==> config.mk <==
export PLATFORM = sky130hd
export DESIGN_NAME = sensor_frame_crc_word_decoder_flat
export DESIGN_NICKNAME = d
export VERILOG_FILES = /design/src/sfcd_pkg.sv /design/src/sfcd_if.sv /design/src/sensor_frame_crc_word_decoder.sv /design/src/sfcd_in_reg.sv /design/src/sfcd_decode.sv /design/src/flat_wrapper.sv
export SDC_FILE = /design/constraint.sdc
export NUM_CORES = 1
export LEC_CHECK = 0
export ABC_CLOCK_PERIOD_IN_PS = 8200
export BUFFER_PORTS_ARGS = -buffer_cell sky130_fd_sc_hd__buf_2
export CORE_MARGIN = 2
export CORE_UTILIZATION = 45
export DETAILED_ROUTE_END_ITERATION = 7
export PLACE_DENSITY = 0.63
export SLEW_MARGIN = 0
export SYNTH_ARGS = -nofsm -noshare
export SYNTH_HDL_FRONTEND = slang
export SYNTH_HIERARCHICAL = 1
export SYNTH_SLANG_ARGS = --single-unit
==> constraint.sdc <==
create_clock -name clk_i -period 8.2 [get_ports clk_i]
set_input_delay 1.23 -clock clk_i [delete_from_list [all_inputs] [get_ports clk_i]]
set_output_delay 1.23 -clock clk_i [all_outputs]
set_load 0.1 [all_outputs]
==> src/sfcd_pkg.sv <==
package sfcd_pkg;

  localparam int unsigned ByteW  = 8;
  localparam int unsigned WordW  = 32;
  localparam int unsigned IndexW = 2;
  localparam int unsigned PosW   = 3;

  // CRC-8 constants: polynomial 0x31, preset 0xFF, MSB first.
  localparam logic [ByteW-1:0] CRC_POLY = 8'h31;
  localparam logic [ByteW-1:0] CRC_INIT = 8'hFF;

  // Byte positions inside one six-byte group.
  localparam logic [PosW-1:0] POS_FIRST = 3'd0;
  localparam logic [PosW-1:0] POS_CRC_A = 3'd2;
  localparam logic [PosW-1:0] POS_CRC_B = 3'd5;

  // Registered input item handed from the input stage to the decoder.
  typedef struct packed {
    logic             valid;
    logic [ByteW-1:0] rx_byte;
    logic             frame_start;
  } sfcd_item_t;

  // One byte through the CRC-8 shift register, unrolled over eight bits.
  function automatic logic [ByteW-1:0] crc8_step(logic [ByteW-1:0] crc,
                                                  logic [ByteW-1:0] data);
    logic [ByteW-1:0] c;
    c = crc ^ data;
    for (int i = 0; i < 8; i++) begin
      c = c[7] ? ({c[6:0], 1'b0} ^ CRC_POLY) : {c[6:0], 1'b0};
    end
    return c;
  endfunction

endpackage

==> src/sfcd_if.sv <==
interface sfcd_in_if;
  import sfcd_pkg::*;

  logic             valid;
  logic             ready;
  logic [ByteW-1:0] rx_byte;
  logic             frame_start;

  modport source(output valid, output rx_byte, output frame_start, input ready);
  modport sink(input valid, input rx_byte, input frame_start, output ready);
endinterface

interface sfcd_out_if;
  import sfcd_pkg::*;

  logic              valid;
  logic              ready;
  logic [WordW-1:0]  value_word;
  logic [IndexW-1:0] value_index;
  logic              crc_ok;
  logic              last_value;

  modport source(output valid, output value_word, output value_index,
                 output crc_ok, output last_value, input ready);
  modport sink(input valid, input value_word, input value_index,
               input crc_ok, input last_value, output ready);
endinterface

==> src/sensor_frame_crc_word_decoder.sv <==
// Channel  Dir  Payload                                        Accepted when
// rx_i     in   rx_byte[7:0], frame_start                      valid && ready
// tx_o     out  value_word[31:0], value_index[1:0], crc_ok,    valid && ready
//               last_value
//
// One byte is accepted per cycle into an input register; the CRC/assembly
// logic feeds the result register, which takes a result from the closing
// CRC byte in the input register. One result leaves for every six bytes.
// Reset clears alignment to byte 0 with the CRC preset to 0xFF.
// A stalled result holds the result register; bytes that make no result
// keep flowing, and the input stalls only behind a waiting result.
module sensor_frame_crc_word_decoder #(
  parameter int unsigned VALUES_PER_FRAME = 3
) (
  input  logic        clk_i,
  input  logic        rst_ni,
  sfcd_in_if.sink     rx_i,
  sfcd_out_if.source  tx_o
);
  import sfcd_pkg::*;

  localparam logic [IndexW-1:0] LastIdx = IndexW'(VALUES_PER_FRAME - 1);

  sfcd_item_t item;
  logic       adv;

  sfcd_in_reg u_in_reg (
    .clk_i  (clk_i),
    .rst_ni (rst_ni),
    .rx_i   (rx_i),
    .adv_i  (adv),
    .item_o (item)
  );

  sfcd_decode #(
    .VALUES_PER_FRAME(VALUES_PER_FRAME)
  ) u_decode (
    .clk_i  (clk_i),
    .rst_ni (rst_ni),
    .item_i (item),
    .adv_o  (adv),
    .tx_o   (tx_o)
  );

  // With the result slot empty the input is never stalled.
  a_ready_when_empty: assert property (@(posedge clk_i) disable iff (!rst_ni)
    !tx_o.valid |-> rx_i.ready)
    else $error("input stalled with an empty result slot");

  // A new result only appears after the decoder consumed an item.
  a_result_source: assert property (@(posedge clk_i) disable iff (!rst_ni)
    $rose(tx_o.valid) |-> $past(adv))
    else $error("result appeared without a consumed item");

  // The last marker goes only with the final group index.
  a_last_index: assert property (@(posedge clk_i) disable iff (!rst_ni)
    (tx_o.valid && tx_o.last_value) |-> (tx_o.value_index == LastIdx))
    else $error("last marker on a wrong group index");

endmodule

==> src/sfcd_in_reg.sv <==
module sfcd_in_reg (
  input  logic                clk_i,
  input  logic                rst_ni,
  sfcd_in_if.sink             rx_i,
  input  logic                adv_i,
  output sfcd_pkg::sfcd_item_t item_o
);
  import sfcd_pkg::*;

  logic             valid_q, valid_d;
  logic [ByteW-1:0] byte_q;
  logic             start_q;
  logic             take;

  // The stage takes a new item when it is empty or its item moves on now.
  assign rx_i.ready = !valid_q || adv_i;
  assign take       = rx_i.valid && rx_i.ready;

  always_comb begin
    valid_d = valid_q;
    if (take) begin
      valid_d = 1'b1;
    end else if (adv_i) begin
      valid_d = 1'b0;
    end
  end

  always_ff @(posedge clk_i or negedge rst_ni) begin
    if (!rst_ni) begin
      valid_q <= 1'b0;
    end else begin
      valid_q <= valid_d;
    end
  end

  // Payload is loaded on accept and needs no reset.
  always_ff @(posedge clk_i) begin
    if (take) begin
      byte_q  <= rx_i.rx_byte;
      start_q <= rx_i.frame_start;
    end
  end

  assign item_o.valid       = valid_q;
  assign item_o.rx_byte     = byte_q;
  assign item_o.frame_start = start_q;

endmodule

==> src/sfcd_decode.sv <==
module sfcd_decode #(
  parameter int unsigned VALUES_PER_FRAME = 3
) (
  input  logic                 clk_i,
  input  logic                 rst_ni,
  input  sfcd_pkg::sfcd_item_t item_i,
  output logic                 adv_o,
  sfcd_out_if.source           tx_o
);
  import sfcd_pkg::*;

  localparam int unsigned GrpW = (VALUES_PER_FRAME > 1) ? $clog2(VALUES_PER_FRAME) : 1;
  localparam logic [GrpW-1:0] LastGrp = GrpW'(VALUES_PER_FRAME - 1);

  // Frame state.
  logic [PosW-1:0]  pos_q, pos_d;
  logic [GrpW-1:0]  grp_q, grp_d;
  logic [ByteW-1:0] crc_q, crc_d;
  logic [WordW-1:0] word_q, word_d;
  logic             err_q, err_d;

  // State as seen by the current item after a frame restart.
  logic [PosW-1:0]  pos_e;
  logic [GrpW-1:0]  grp_e;
  logic [ByteW-1:0] crc_e;
  logic [WordW-1:0] word_e;
  logic             err_e;
  logic             is_crc, emit, mismatch;
  logic [GrpW+1:0]  grp_ext;

  // Result register.
  logic              out_valid_q, out_valid_d;
  logic [WordW-1:0]  out_word_q;
  logic [IndexW-1:0] out_index_q;
  logic              out_ok_q;
  logic              out_last_q;

  // A frame start clears the partial group, restarts at group 0 and realigns to byte 0.
  always_comb begin
    pos_e  = item_i.frame_start ? POS_FIRST : pos_q;
    grp_e  = item_i.frame_start ? '0 : grp_q;
    crc_e  = item_i.frame_start ? CRC_INIT : crc_q;
    word_e = item_i.frame_start ? '0 : word_q;
    err_e  = item_i.frame_start ? 1'b0 : err_q;
  end

  assign is_crc   = (pos_e == POS_CRC_A) || (pos_e == POS_CRC_B);
  assign emit     = (pos_e == POS_CRC_B);
  assign mismatch = (item_i.rx_byte != crc_e);
  assign grp_ext  = {2'b00, grp_e};

  // The item moves on unless it makes a result and the result slot stays full.
  assign adv_o = item_i.valid && (!emit || !out_valid_q || tx_o.ready);

  // Next frame state for the item being consumed.
  always_comb begin
    pos_d  = pos_q;
    grp_d  = grp_q;
    crc_d  = crc_q;
    word_d = word_q;
    err_d  = err_q;
    if (adv_o) begin
      if (emit) begin
        pos_d  = POS_FIRST;
        grp_d  = (grp_e == LastGrp) ? '0 : grp_e + 1'b1;
        crc_d  = CRC_INIT;
        word_d = '0;
        err_d  = 1'b0;
      end else if (is_crc) begin
        pos_d  = pos_e + 1'b1;
        grp_d  = grp_e;
        crc_d  = CRC_INIT;
        word_d = word_e;
        err_d  = err_e || mismatch;
      end else begin
        pos_d  = pos_e + 1'b1;
        grp_d  = grp_e;
        crc_d  = crc8_step(crc_e, item_i.rx_byte);
        word_d = {word_e[WordW-ByteW-1:0], item_i.rx_byte};
        err_d  = err_e;
      end
    end
  end

  always_ff @(posedge clk_i or negedge rst_ni) begin
    if (!rst_ni) begin
      pos_q  <= POS_FIRST;
      grp_q  <= '0;
      crc_q  <= CRC_INIT;
      word_q <= '0;
      err_q  <= 1'b0;
    end else begin
      pos_q  <= pos_d;
      grp_q  <= grp_d;
      crc_q  <= crc_d;
      word_q <= word_d;
      err_q  <= err_d;
    end
  end

  // Result slot: filled by a closing CRC byte, emptied when taken.
  always_comb begin
    out_valid_d = out_valid_q;
    if (adv_o && emit) begin
      out_valid_d = 1'b1;
    end else if (tx_o.ready) begin
      out_valid_d = 1'b0;
    end
  end

  always_ff @(posedge clk_i or negedge rst_ni) begin
    if (!rst_ni) begin
      out_valid_q <= 1'b0;
    end else begin
      out_valid_q <= out_valid_d;
    end
  end

  always_ff @(posedge clk_i) begin
    if (adv_o && emit) begin
      out_word_q  <= word_e;
      out_index_q <= grp_ext[IndexW-1:0];
      out_ok_q    <= !(err_e || mismatch);
      out_last_q  <= (grp_e == LastGrp);
    end
  end

  assign tx_o.valid       = out_valid_q;
  assign tx_o.value_word  = out_word_q;
  assign tx_o.value_index = out_index_q;
  assign tx_o.crc_ok      = out_ok_q;
  assign tx_o.last_value  = out_last_q;

endmodule
==> src/flat_wrapper.sv <==
// flat-port wrapper written by rule: the top's interface ports become plain ports
module sensor_frame_crc_word_decoder_flat import sfcd_pkg::*;
#(
  parameter int unsigned VALUES_PER_FRAME = 3
)
  (clk_i, rst_ni, rx_i_valid, rx_i_rx_byte, rx_i_frame_start, rx_i_ready, tx_o_valid, tx_o_value_word, tx_o_value_index, tx_o_crc_ok, tx_o_last_value, tx_o_ready);
  sfcd_in_if rx_i_i ();
  sfcd_out_if tx_o_i ();
  input  logic clk_i;
  input  logic rst_ni;
  input wire logic [$bits(rx_i_i.valid)-1:0] rx_i_valid;
  input wire logic [$bits(rx_i_i.rx_byte)-1:0] rx_i_rx_byte;
  input wire logic [$bits(rx_i_i.frame_start)-1:0] rx_i_frame_start;
  output wire logic [$bits(rx_i_i.ready)-1:0] rx_i_ready;
  output wire logic [$bits(tx_o_i.valid)-1:0] tx_o_valid;
  output wire logic [$bits(tx_o_i.value_word)-1:0] tx_o_value_word;
  output wire logic [$bits(tx_o_i.value_index)-1:0] tx_o_value_index;
  output wire logic [$bits(tx_o_i.crc_ok)-1:0] tx_o_crc_ok;
  output wire logic [$bits(tx_o_i.last_value)-1:0] tx_o_last_value;
  input wire logic [$bits(tx_o_i.ready)-1:0] tx_o_ready;
  assign rx_i_i.valid = rx_i_valid;
  assign rx_i_i.rx_byte = rx_i_rx_byte;
  assign rx_i_i.frame_start = rx_i_frame_start;
  assign rx_i_ready = rx_i_i.ready;
  assign tx_o_valid = tx_o_i.valid;
  assign tx_o_value_word = tx_o_i.value_word;
  assign tx_o_value_index = tx_o_i.value_index;
  assign tx_o_crc_ok = tx_o_i.crc_ok;
  assign tx_o_last_value = tx_o_i.last_value;
  assign tx_o_i.ready = tx_o_ready;
  sensor_frame_crc_word_decoder #(.VALUES_PER_FRAME(VALUES_PER_FRAME)) u_core (.clk_i(clk_i), .rst_ni(rst_ni), .rx_i(rx_i_i), .tx_o(tx_o_i));
endmodule
==> impl_metrics.py <==
metrics = {
    "status": {
        "status": "finished clean",
    },
    "sta": {
        "hold_ws_ns": 0.507,
        "final_max_slew_viol_count": 0,
        "report.final.setup_viol": 0,
        "fin_crit_sh": 0.486,
        "relSlewSlack": 0.381,
        "worst_slew_pin_slew_ns": 0.926,
        "finalClockSkew_ns": 0.00975,
        "fin_crit_ns": 3.98,
        "rsz0062_at_grt": "false",
        "fmax_mhz": 251,
        "hold_violations": 0,
        "setup_tns_ns": 0,
        "setup_ws_ns": 4.22,
    },
    "critical_path": {
        "arrival_ns": 2.75,
        "crit_required_ns": 6.97,
        "worstPathMaxFanout": 63,
        "critPathKind": "register to output pin",
        "cp-start-kind": "register",
        "end_kind": "output pin",
    },
    "run": {
        "maxCapViolCount": 0,
    },
    "place": {
        "place_ws_ns": 4.38,
        "place_congestion": 0.798,
        "place_area_um2": 4290,
        "io_buffers": 50,
        "hpwlAfterDp_mm": 4.16,
    },
    "logic_synthesis": {
        "ys_seq_area_frac": 0.650,
        "ys_warn_count": 6,
        "synth_edf_count": 45,
        "synthesis.instances": 297,
        "syn_nets": 310,
        "syn_area_per_cell_um2": 13.3,
        "yosysUniqueCellTypes": 37,
        "synth-main-ff-cell": "edfxtp_1",
        "synth_seq_cells": 93,
        "synth_top_area_share": 0.343,
        "synth_async_sr_flop_share": 0.516,
        "synth_area_leaders": "edfxtp_1 (34%), dfrtp_1 (25%), a22o_1 (7.1%), nor2b_1 (5.7%), dfstp_2 (5.3%)",
        "synth_area_leader_cell": "edfxtp_1",
        "synth_area_um2": 3940,
    },
    "power": {
        "comb_power_share": 0.242,
        "power.clock.fraction": 0.239,
        "power.total_mw": 1.20,
        "p_leak_nw": 1.84,
        "swShare": 0.324,
        "seqPwrFrac": 0.519,
        "switching_power_uw": 391,
        "cellPowerDensity_nw_per_um2": 269,
        "intPower_uw": 814,
        "ir_drop_mv": 0.142,
    },
    "worst_hold_path": {
        "hold_class": "register to register",
    },
    "drt": {
        "dr.pass1.iters": 4,
        "drt_iter0_drc": 87,
        "via_per_inst": 5.13,
        "drt-wirelength-per-cell_um": 14.4,
        "wl_mm": 6.57,
        "vias": 2345,
        "drc": 0,
        "ant_nets": 0,
    },
    "final_layout": {
        "syn2layout_area_growth_pct": 13.5,
        "filler_cell_count": 771,
        "fin_area_um2": 4470,
        "drive_gt1_frac": 0.249,
        "nNetsFinal": 357,
        "diodes": 0,
    },
    "floorplan": {
        "fp.dieW_um": 97.6,
        "ios": 51,
        "rows": 34,
        "core_area_um2": 8590,
        "initial_utilization": 0.459,
        "dieArea_um2": 9530,
        "fp.dieH_um": 97.6,
    },
    "clock_network": {
        "cts_resized": 0,
        "worst_skew_pair.late_latency_ns": 0.37,
        "postCtsHoldBufs": 0,
        "htreeDepth": 3,
        "cts_tree": "yes",
        "cts_made_buffers": 9,
        "clock_sinks": 93,
        "cts_root_buf": "clkbuf_8",
        "clk_pin_slew_ns": 0.10,
        "cts_setup_buffers": 0,
        "cts_buffer_depth": 2,
    },
    "global_route": {
        "grt_antenna_before_repair": 0,
        "grt_max_degree": 64,
        "grt-ovfl-total": 0,
        "grt_pass1_wl_mm": 11.0,
        "grtUsageTotal": 0.146,
        "first_global_vias": 2199,
    },
}
==> power groups by stage <==
stage / logic, mW / clock network (mW) / registers [mW]
detailed placement: 0.292 / 0 / 0.635
finish: 0.291 / 0.288 / 0.625
CTS: 0.294 / 0.295 / 0.625
global placement: 0.288 / 0 / 0.633
global route: 0.318 / 0.319 / 0.636
floorplan: 0.217 / 0 / 0.651
==> per-layer routing <==
metal / share of wire / vias to the layer above / global-route usage
met3: 0.052 / 9 / 0.0432
met1: 0.49 / 1117 / 0.204
li1: - / 1163 / -
met4: 0.015 / 0 / 0.0513
met2: 0.45 / 56 / 0.219
met5: 0 / - / 0
==> flip-flops by register name, summed over array words and instances, names as in the netlist <==
register                          flops
u_core/u_decode/crc_q                 8
u_core/u_decode/err_q                 1
u_core/u_decode/grp_q                 2
u_core/u_decode/pos_q                 3
u_core/u_decode/tx_o.crc_ok           1
u_core/u_decode/tx_o.last_value       1
u_core/u_decode/tx_o.valid            1
u_core/u_decode/tx_o.value_index      2
u_core/u_decode/tx_o.value_word      32
u_core/u_decode/word_q               32
u_core/u_in_reg/byte_q                8
u_core/u_in_reg/start_q               1
u_core/u_in_reg/valid_q               1
==> cell usage in the layout (no fill, tap or decap), drive strengths merged, types with 2 or more instances in the layout <==
cell type  count
a21oi         16
clkbuf         9
nor2          25
and2           2
clkinvlp       3
o22ai          5
nand2b         5
nand2          8
a22o          32
nor3           3
xor2           6
o21ai          7
mux2           2
o21a           5
inv            7
dfrtp         40
dfstp          8
xnor2         15
xnor3          3
buf           54
edfxtp        45
nor2b         36
nor4bb         3
==> cells in the mapped netlist (4+ instances only) <==
cell      instances
edfxtp_1         45
a22o_1           32
nor2_1           24
nand2_1           8
dfstp_2           8
o21a_1            5
o22ai_1           5
buf_2             7
o21ai_0           6
clkbuf_1          8
nor2b_1          36
nand2b_1          4
inv_1             4
dfrtp_1          40
xor2_1            6
xnor2_1          15
a21oi_1          16
==> final timing paths <==
path,from,to,slack [ns],cells past startpoint
max,u_core/u_in_reg/start_q,rx_i_ready,4.22,6
min,u_core/u_decode/word_q[28],u_core/u_decode/word_q[28],0.51,1
max reg2reg,u_core/u_in_reg/start_q,u_core/u_in_reg/byte_q[2],5.74,6
min reg2reg,u_core/u_decode/word_q[28],u_core/u_decode/word_q[28],0.51,1
max in group asynchronous,rst_ni,u_core/u_decode/word_q[0],6.83,2
min in group asynchronous,rst_ni,u_core/u_decode/word_q[6],0.96,2
==> critical path: stages (launching register included) <==
cell and delay [ns]:
edfxtp_1 0.34, buf_4 0.53, nand4bb_1 0.35, o21ai_0 0.19, inv_1 0.33, nand2b_4 0.21
buf_2 0.43
==> area by class of cell <==
class,instances,area [um^2],share of cell area
sequential,93,2560,0.573
multi-input combinational,182,1300,0.290
timing repair buffer,54,280,0.0626
tap,108,135,0.0302
clock buffer,9,124,0.0277
clock inverter,7,58.8,0.0131
inverter,4,15.0,0.00336
==> cell families (layout without fill, tap and decap cells) <==
family / Yosys count / after routing / synth area share
compound gates: 70 / 70 / 0.129
xor+xnor: 24 / 24 / 0.0641
buf+inv: 22 / 74 / 0.0260
flops: 93 / 93 / 0.650
mux: 2 / 2 / 0.00571
simple gates: 86 / 86 / 0.126
==> metrics by stage <==
stage          cells  utilization
2_1_floorplan    297            -
3_3_place_gp     441        0.499
3_5_place_dp     441        0.499
4_1_cts          457        0.521
5_1_grt          457        0.521
6_report         457        0.521
(Power assumes the default switching activity.)
